$ cat src/rtl/swks_pkg.sv
// shared constants and cell operation codes for the sliding-window k-smallest-sum block
`default_nettype none

package swks_pkg;

    localparam int SUM_BITS       = 38;
    localparam int REG_BITS       = 7;
    localparam int CFG_INDEX_BITS = 1;

    localparam logic [CFG_INDEX_BITS-1:0] CFG_WINDOW_LEN = 1'b0;
    localparam logic [CFG_INDEX_BITS-1:0] CFG_K_COUNT    = 1'b1;

    typedef enum logic [2:0] {
        OP_HOLD,
        OP_AGE,
        OP_REMOVE,
        OP_INSERT,
        OP_ROTATE
    } cell_op_t;

endpackage

`default_nettype wire

$ cat src/rtl/swks_cell.sv
// one window cell: holds a sample and its age, trades contents with its neighbors
`default_nettype none

module swks_cell
    import swks_pkg::*;
#(
    parameter int SAMPLE_BITS = 32,
    parameter int AGE_BITS    = 7
)(
    input  wire logic                   clk,
    input  wire logic                   rst_n,
    input  cell_op_t                    op,
    input  wire logic                   shift_up,
    input  wire logic [SAMPLE_BITS-1:0] x,
    input  wire logic                   left_valid,
    input  wire logic [SAMPLE_BITS-1:0] left_value,
    input  wire logic [AGE_BITS-1:0]    left_age,
    input  wire logic                   left_le,
    input  wire logic                   right_valid,
    input  wire logic [SAMPLE_BITS-1:0] right_value,
    input  wire logic [AGE_BITS-1:0]    right_age,
    input  wire logic [SAMPLE_BITS-1:0] wrap_value,
    input  wire logic [AGE_BITS-1:0]    wrap_age,
    output logic                        valid,
    output logic [SAMPLE_BITS-1:0]      value,
    output logic [AGE_BITS-1:0]         age,
    output logic                        le
);

    logic                   valid_reg;
    logic                   valid_next;
    logic [SAMPLE_BITS-1:0] value_reg;
    logic [SAMPLE_BITS-1:0] value_next;
    logic [AGE_BITS-1:0]    age_reg;
    logic [AGE_BITS-1:0]    age_next;

    assign le = valid_reg && (value_reg <= x);

    always_comb
    begin
        valid_next = valid_reg;
        value_next = value_reg;
        age_next   = age_reg;
        unique case (op)
            OP_AGE:
            begin
                if (valid_reg)
                begin
                    age_next = age_reg + AGE_BITS'(1);
                end
            end
            OP_REMOVE:
            begin
                // close the gap left by the expired entry at or below this cell
                if (shift_up)
                begin
                    valid_next = right_valid;
                    value_next = right_value;
                    age_next   = right_age;
                end
            end
            OP_INSERT:
            begin
                if (!le)
                begin
                    if (left_le)
                    begin
                        valid_next = 1'b1;
                        value_next = x;
                        age_next   = '0;
                    end
                    else
                    begin
                        valid_next = left_valid;
                        value_next = left_value;
                        age_next   = left_age;
                    end
                end
            end
            OP_ROTATE:
            begin
                // last occupied cell picks up the head entry
                if (valid_reg)
                begin
                    if (right_valid)
                    begin
                        value_next = right_value;
                        age_next   = right_age;
                    end
                    else
                    begin
                        value_next = wrap_value;
                        age_next   = wrap_age;
                    end
                end
            end
            default:
            begin
            end
        endcase
    end

    always_ff @(posedge clk or negedge rst_n)
    begin
        if (!rst_n)
        begin
            valid_reg <= 1'b0;
        end
        else
        begin
            valid_reg <= valid_next;
        end
    end

    always_ff @(posedge clk)
    begin
        value_reg <= value_next;
        age_reg   <= age_next;
    end

    assign valid = valid_reg;
    assign value = value_reg;
    assign age   = age_reg;

endmodule

`default_nettype wire

$ cat config.mk
export PLATFORM = sky130hd
export DESIGN_NAME = swks_cell
export DESIGN_NICKNAME = d
export VERILOG_FILES = /design/src/rtl/swks_pkg.sv /design/src/rtl/swks_cell.sv
export SDC_FILE = /design/constraint.sdc
export NUM_CORES = 1
export LEC_CHECK = 0
export ABC_CLOCK_PERIOD_IN_PS = 5700
export BUFFER_PORTS_ARGS = -buffer_cell sky130_fd_sc_hd__buf_4
export CAP_MARGIN = 5
export CORE_ASPECT_RATIO = 0.8
export CORE_MARGIN = 5
export CORE_UTILIZATION = 45
export CTS_CLUSTER_SIZE = 25
export DETAILED_ROUTE_END_ITERATION = 6
export GPL_TIMING_DRIVEN = 0
export PLACE_DENSITY = 0.92
export REMOVE_ABC_BUFFERS = 1
export SLEW_MARGIN = 5
export SYNTH_ARGS = -nofsm -noshare
export SYNTH_HDL_FRONTEND = slang
export SYNTH_SLANG_ARGS = --single-unit
$ cat constraint.sdc
create_clock -name clk -period 5.7 [get_ports clk]
set_input_delay 0 -clock clk [delete_from_list [all_inputs] [get_ports clk]]
set_output_delay 0 -clock clk [all_outputs]
set_load 0.01 [all_outputs]
==> results of run 1 <==
==> through the flow <==
stage                     worst slack (ns)  cells  area (um^2)  hold slack, ns  total power, uW
after CTS                             2.71    612         5070        0.000613              937
after global placement               0.976    595         4810          -0.218              685
final                                 2.73    614         5110         0.00703              934
after floorplan                       1.95    310         3210          -0.296              523
after detailed placement              2.73    597         4890          -0.219              702
after global routing                  2.53    614         5110         0.00382              984
==> worst max-delay path, cell delays in order, from the launching register on <==
cell and delay (ns):
edfxtp_1 0.39, ha_1 0.35, a21oi_1 0.16, o21ai_1 0.10
a221o_1 0.35, nor3_1 0.63, a31oi_4 0.45, buf_16 0.30
==> kinds of logic (layout without fill, tap and decap cells) <==
group | count (synthesis) | count (layout)
AOI/OAI and AO/OA | 81 | 81
and+or+nand+nor | 84 | 84
adders and majority gates | 33 | 33
muxes | 34 | 34
xor gates and xnor gates | 5 | 5
buffers and inverters | 47 | 250
DFF | 40 | 40
==> report_power, final <==
part	leakage [uW]	total [uW]	switching [uW]	internal [uW]
clock	0.0000552	230	100	130
sequential	0.000383	378	19.5	359
combinational	0.00205	325	145	181
==> final cells by class <==
| type | instances | area, um^2 | area share (%) |
|---|---|---|---|
| Timing Repair Buffer | 209 | 1650 | 32.3 |
| Clock inverter | 2 | 35.0 | 0.686 |
| Inverter | 33 | 124 | 2.43 |
| Tap cell | 87 | 109 | 2.13 |
| Multi-Input combinational cell | 237 | 1920 | 37.6 |
| Sequential cell | 40 | 1200 | 23.4 |
| Clock buffer | 6 | 72.6 | 1.42 |
==> cells in the final DEF (no fill, tap or decap), types with 2 or more instances in the layout <==
master / Yosys / layout
edfxtp_1: 39 / 39
nand2b_1: 2 / 2
and3_1: 2 / 2
clkbuf_8: 0 / 5
o21ai_0: 2 / 2
buf_4: 2 / 198
nand4_2: 2 / 2
a222oi_1: 5 / 5
inv_1: 32 / 32
nor2_1: 42 / 40
mux2i_1: 34 / 34
o22ai_1: 2 / 2
xor2_1: 2 / 2
nand4_1: 7 / 7
nor2b_1: 3 / 3
a31o_1: 2 / 2
o21ai_1: 3 / 3
a21oi_1: 17 / 17
nand2_1: 10 / 10
nor3_1: 2 / 2
a31oi_1: 3 / 2
a21o_1: 3 / 3
buf_16: 0 / 3
nor2_4: 0 / 2
xnor2_1: 3 / 3
nand3_1: 7 / 7
a221o_1: 34 / 34
ha_1: 33 / 33
dlygate4sd3_1: 0 / 8
==> timing repair <==
item / in CTS / in global routing
buffers inserted: 0 / 0
hold endpoints to repair: 5 / 1
hold buffers: 7 / 1
==> how the worst max path moves through the flow <==
stage	end	slack, ns	depth (start not counted)
after detailed placement	value[18]	2.73	7
after CTS	value[22]	2.71	7
final	value[31]	2.73	7
after global routing	value[20]	2.53	7
after floorplan	value[0]	1.95	5
after global placement	value[16]	0.98	5
==> routing by layer <==
layer | global-route usage, % | up-vias
met4 | 8.59 | 0
met5 | 0 | -
li1 | - | 1661
met2 | 44.4 | 191
met1 | 24.9 | 1625
met3 | 7.30 | 33
==> results.py, run 1 <==
metrics = {
    "synth": {
        "synthArstFlopShare_pct": 2.50,
        "ys_seq_elements": 40,
        "synth_cell_types": 45,
        "synth_area_leaders": "edfxtp_1 36%, ha_1 13%, a221o_1 10%",
        "syn_area_per_cell_um2": 10.1,
        "synth_compound_area_share_pct": 20.6,
        "synth_ff_type": "edfxtp_1",
        "ys_seq_area_share_pct": 36.4,
        "synth_fa_ha_area_share_pct": 12.6,
        "muxShareOfSynthArea_pct": 10.4,
        "yosys-top-cells-count": "42 x nor2_1, 39 x edfxtp_1, 34 x a221o_1, 34 x mux2i_1, 33 x ha_1",
        "synth-simple-area-share_pct": 12.7,
        "yosysMostFrequentCell": "nor2_1",
        "synth_top_area_share_pct": 35.6,
        "synth_top_family_by_area": "compound AO/OA/AOI/OAI gates",
        "synth_xor_area_share_pct": 1.33,
        "synth_area_um2": 3290,
        "postSynthCellCount": 324,
        "yosysWarnings": 0,
        "synth-edff-count": 39,
        "synth_area_leader_cell": "edfxtp_1",
    },
    "worst_setup_path": {
        "reg2reg_from": "value[23]",
        "cp_max_fo": 18,
        "worstReg2RegEnd": "value[31]",
        "startpoint": "value[23]",
        "ff2ff_setup_slack_ns": 2.73,
        "cp-end-kind": "register",
        "reg2reg_depth": 7,
        "critPathKind": "register to register",
        "worst_ep_required_time_ns": 5.75,
        "critPathArrivalTime_ns": 3.02,
        "cp-start-kind": "register",
    },
    "die": {
        "ioPinCount": 199,
        "die_w_um": 106,
        "core_area_um2": 6990,
        "die_h_um": 86.4,
        "start_util_pct": 47.0,
        "dieArea_um2": 9120,
        "rows": 27,
    },
    "clock_tree": {
        "path_clk_slew_ns": 0.08,
        "cts.htree.levels": 2,
        "clockBufferDepth": 2,
        "cts_tree": "built",
        "numCtsBuffers": 5,
        "clk_latency_ns": 0.29,
        "clock-sinks": 40,
        "cts_resized": 0,
        "cts-root-buf": "clkbuf_8",
    },
    "routing": {
        "viasPerCell": 5.72,
        "firstDrtPassIters": 7,
        "met2_length_mm": 5.80,
        "ant_nets": 0,
        "drc": 0,
        "top_layer": "met4",
        "num_vias": 3510,
        "routedWlPerCell_um": 18.3,
        "dr.first_iter.drc_count": 170,
        "wl_met3_mm": 1.07,
        "drt-met1-wl_mm": 4.04,
        "drt-total-wl_mm": 11.2,
    },
    "timing": {
        "fin_skew_ns": 0.00488,
        "period_needed_ns": 2.97,
        "max_freq_ghz": 0.337,
        "report.final.slew_viol_count": 0,
        "worst_pin_slew_ns": 0.844,
        "period_share_pct": 52.1,
        "setup_viol": 0,
        "slew_headroom_pct": 43.6,
        "hold_violations": 0,
        "rsz0062_at_grt": "no",
        "timing.setup.tns_ns": 0,
    },
    "power": {
        "irDropWorstVdd_v": 0.000101,
        "p_leak_uw": 0.00249,
        "power_density_nw_per_um2": 183,
    },
    "grt": {
        "grt_pass1_wl_mm": 17.5,
        "grt_max_degree": 36,
        "overflow": 0,
        "grt_antenna_before_repair": 0,
        "grt_pass1_vias": 3809,
        "grt_util_all_layers_pct": 23.6,
    },
    "run": {
        "maxCapViolations": 0,
    },
    "placement": {
        "portBuffers": 198,
        "place.gp.congestion": 0.843,
        "dp_hpwl_mm": 8.84,
    },
    "finish": {
        "drive_above_1_share_pct": 41.7,
        "synthToLayoutAreaGrowth_pct": 55.4,
        "largest_reg_flops": 32,
        "nFillCells": 503,
        "nets": 717,
        "diodes": 0,
        "final_core_util_pct": 73.0,
    },
    "run_status": {
        "outcome": "finished clean",
    },
    "min_path": {
        "min_path_type": "primary input to async pin",
    },
}
Note: power is estimated with default switching activity, not from simulation.
==> run 2: changes to the inputs <==
--- a/config.mk
+++ b/config.mk
@@ -5,16 +5,16 @@
 export SDC_FILE = /design/constraint.sdc
 export NUM_CORES = 1
 export LEC_CHECK = 0
-export ABC_CLOCK_PERIOD_IN_PS = 5700
+export ABC_CLOCK_PERIOD_IN_PS = 2650
 export BUFFER_PORTS_ARGS = -buffer_cell sky130_fd_sc_hd__buf_4
 export CAP_MARGIN = 5
 export CORE_ASPECT_RATIO = 0.8
 export CORE_MARGIN = 5
-export CORE_UTILIZATION = 45
+export CORE_UTILIZATION = 40
 export CTS_CLUSTER_SIZE = 25
 export DETAILED_ROUTE_END_ITERATION = 6
 export GPL_TIMING_DRIVEN = 0
-export PLACE_DENSITY = 0.92
+export PLACE_DENSITY = 0.87
 export REMOVE_ABC_BUFFERS = 1
 export SLEW_MARGIN = 5
 export SYNTH_ARGS = -nofsm -noshare
==> constraint.sdc (replaced) <==
create_clock -name clk -period 2.65 [get_ports clk]
set_input_delay 0 -clock clk [delete_from_list [all_inputs] [get_ports clk]]
set_output_delay 0 -clock clk [all_outputs]
set_load 0.01 [all_outputs]
==> run 2 against run 1 <==
Net effect:
- sequential share of layout area shrank 0.44 points
- clock power increased by 120%
- global-route usage down 2.2 points
- worst setup slack got worse by 2.6 ns
- worst hold slack got worse by 0.00086 ns
- non-clock buffer count grew 6
- register-to-register slack lost 2.6 ns
- largest cell class unchanged
- via count rose by 0.17%
- largest power group unchanged
==> results.py, run 2 (same netlist as run 1, synthesis figures left out) <==
metrics = {
    "grt": {
        "grt_max_degree": 37,
        "overflow": 0,
        "grt_antenna_before_repair": 0,
        "grt_pass1_wl_mm": 17.9,
        "grt_util_all_layers_pct": 21.4,
        "grt_pass1_vias": 3718,
    },
    "placement": {
        "place_ws_ns": -0.252,
        "post-place-cells": 618,
        "dp_hpwl_mm": 8.80,
        "place.gp.congestion": 0.899,
        "portBuffers": 198,
    },
    "worst_setup_path": {
        "path_buf_inv": 1,
        "crit_chain": "ha_1 > a21oi_1 > o21ai_1 > a221o_1 > nor3_2 > a31oi_4 > buf_16",
        "cp-start-kind": "register",
        "cp_max_fo": 22,
        "crit_path_max_incr_delay_ns": 0.43,
        "reg2reg_from": "value[23]",
        "worstReg2RegEnd": "value[16]",
        "cp_top_family": "compound AO/OA/AOI/OAI gates",
        "critPathKind": "register to register",
        "critPathArrivalTime_ns": 2.56,
        "reg2reg_depth": 7,
        "worst_path_max_delay_cell": "nor3_2",
        "cp-end-kind": "register",
        "worst_ep_required_time_ns": 2.70,
        "ff2ff_setup_slack_ns": 0.15,
    },
    "clock_tree": {
        "numCtsBuffers": 5,
        "clk_latency_ns": 0.30,
        "cts-root-buf": "clkbuf_8",
        "cts.htree.levels": 2,
        "cts_tree": "built",
        "clockBufferDepth": 2,
        "clock-sinks": 40,
        "path_clk_slew_ns": 0.08,
    },
    "die": {
        "dieArea_um2": 10100,
        "die_h_um": 91.1,
        "die_w_um": 111,
        "core_area_um2": 7980,
        "rows": 29,
        "ioPinCount": 199,
        "start_util_pct": 41.2,
    },
    "timing": {
        "period_share_pct": 94.5,
        "setup_viol": 0,
        "max_freq_ghz": 0.399,
        "hold_violations": 0,
        "rsz0062_at_grt": "no",
        "slew_headroom_pct": 44.0,
        "period_needed_ns": 2.50,
        "fin_ws_ns": 0.146,
        "report.final.slew_viol_count": 0,
        "fin_skew_ns": 0.0119,
        "worst_pin_slew_ns": 0.838,
        "timing.hold.ws_ns": 0.00617,
    },
    "min_path": {
        "hp-start": "wrap_value[4]",
        "min_path_cells": 2,
        "min_path_type": "primary input to register",
        "hold_end": "value[4]",
    },
    "routing": {
        "num_vias": 3516,
        "routedWlPerCell_um": 17.6,
        "dr.first_iter.drc_count": 181,
        "ant_nets": 0,
        "viasPerCell": 5.49,
        "firstDrtPassIters": 4,
        "drc": 0,
        "drt-total-wl_mm": 11.3,
    },
    "power": {
        "irDropWorstVdd_v": 0.000239,
        "p_leak_uw": 0.00251,
        "power_density_nw_per_um2": 392,
    },
    "finish": {
        "diodes": 0,
        "largest_reg_flops": 32,
        "multi_input_area_um2": 1940,
        "layout_common_cells": "198 x buf_4, 40 x nor2_1, 39 x edfxtp_1",
        "seq_area_um2": 1200,
        "stdcell_count": 641,
        "nets": 723,
        "final_common_cell": "buf_4",
        "nFillCells": 651,
        "synthToLayoutAreaGrowth_pct": 58.4,
        "final_core_util_pct": 65.2,
        "drive_above_1_share_pct": 41.8,
    },
    "run_status": {
        "outcome": "finished clean",
    },
    "run": {
        "maxCapViolations": 0,
    },
}
==> run 2: report_power, final <==
part           leakage [uW]  internal, uW  switching (uW)
Sequential         0.000383           771            42.5
Clock             0.0000558           279             233
Combinational       0.00207           400             315
Total               0.00251          1450             590
==> run 2: how the worst max path moves through the flow <==
stage,cells past startpoint,endpoint,slack (ns),start
after floorplan,5,value[0],-1.10,value[14]
after detailed placement,7,value[18],-0.25,value[23]
after global placement,5,value[27],-2.22,value[31]
after global routing,6,value[16],0.007,value[25]
final,7,value[16],0.15,value[23]
after CTS,6,value[16],0.13,value[25]
==> run 2: through the flow <==
stage | setup TNS (ns) | power [uW] | area, um^2
floorplan | -41.44 | 1120 | 3210
global placement | -142.67 | 1480 | 4830
detailed placement | -7.29 | 1510 | 4910
CTS | 0 | 2050 | 5190
global route | 0 | 2150 | 5200
finish | 0 | 2040 | 5200
==> run 2: metal layers <==
metal  vias to the layer above  part of all wire, %  global-route usage [%]
met5                         -                    0                       0
li1                       1675                    -                       -
met2                       159                   53                    41.3
met4                         0                  1.0                    3.85
met1                      1671                   38                    23.5
met3                        11                  8.5                    5.98
==> run 2: what timing repair did <==
item / CTS / global route
setup buffers: 1 / 0
pin swaps: 1 / 1
gates resized for setup: 2 / 1
endpoints found under the setup margin: 39 / 7
endpoints found under the hold margin: 9 / 0
hold buffers: 14 / 0
==> run 2: area by class of cell <==
type,count,share of cell area [%]
Inverter,33,2.38
Clock inverter,3,0.818
Sequential cell,40,23.0
Multi-Input combinational cell,237,37.3
Clock buffer,5,1.32
Timing Repair Buffer,215,32.6
Tap cell,108,2.60
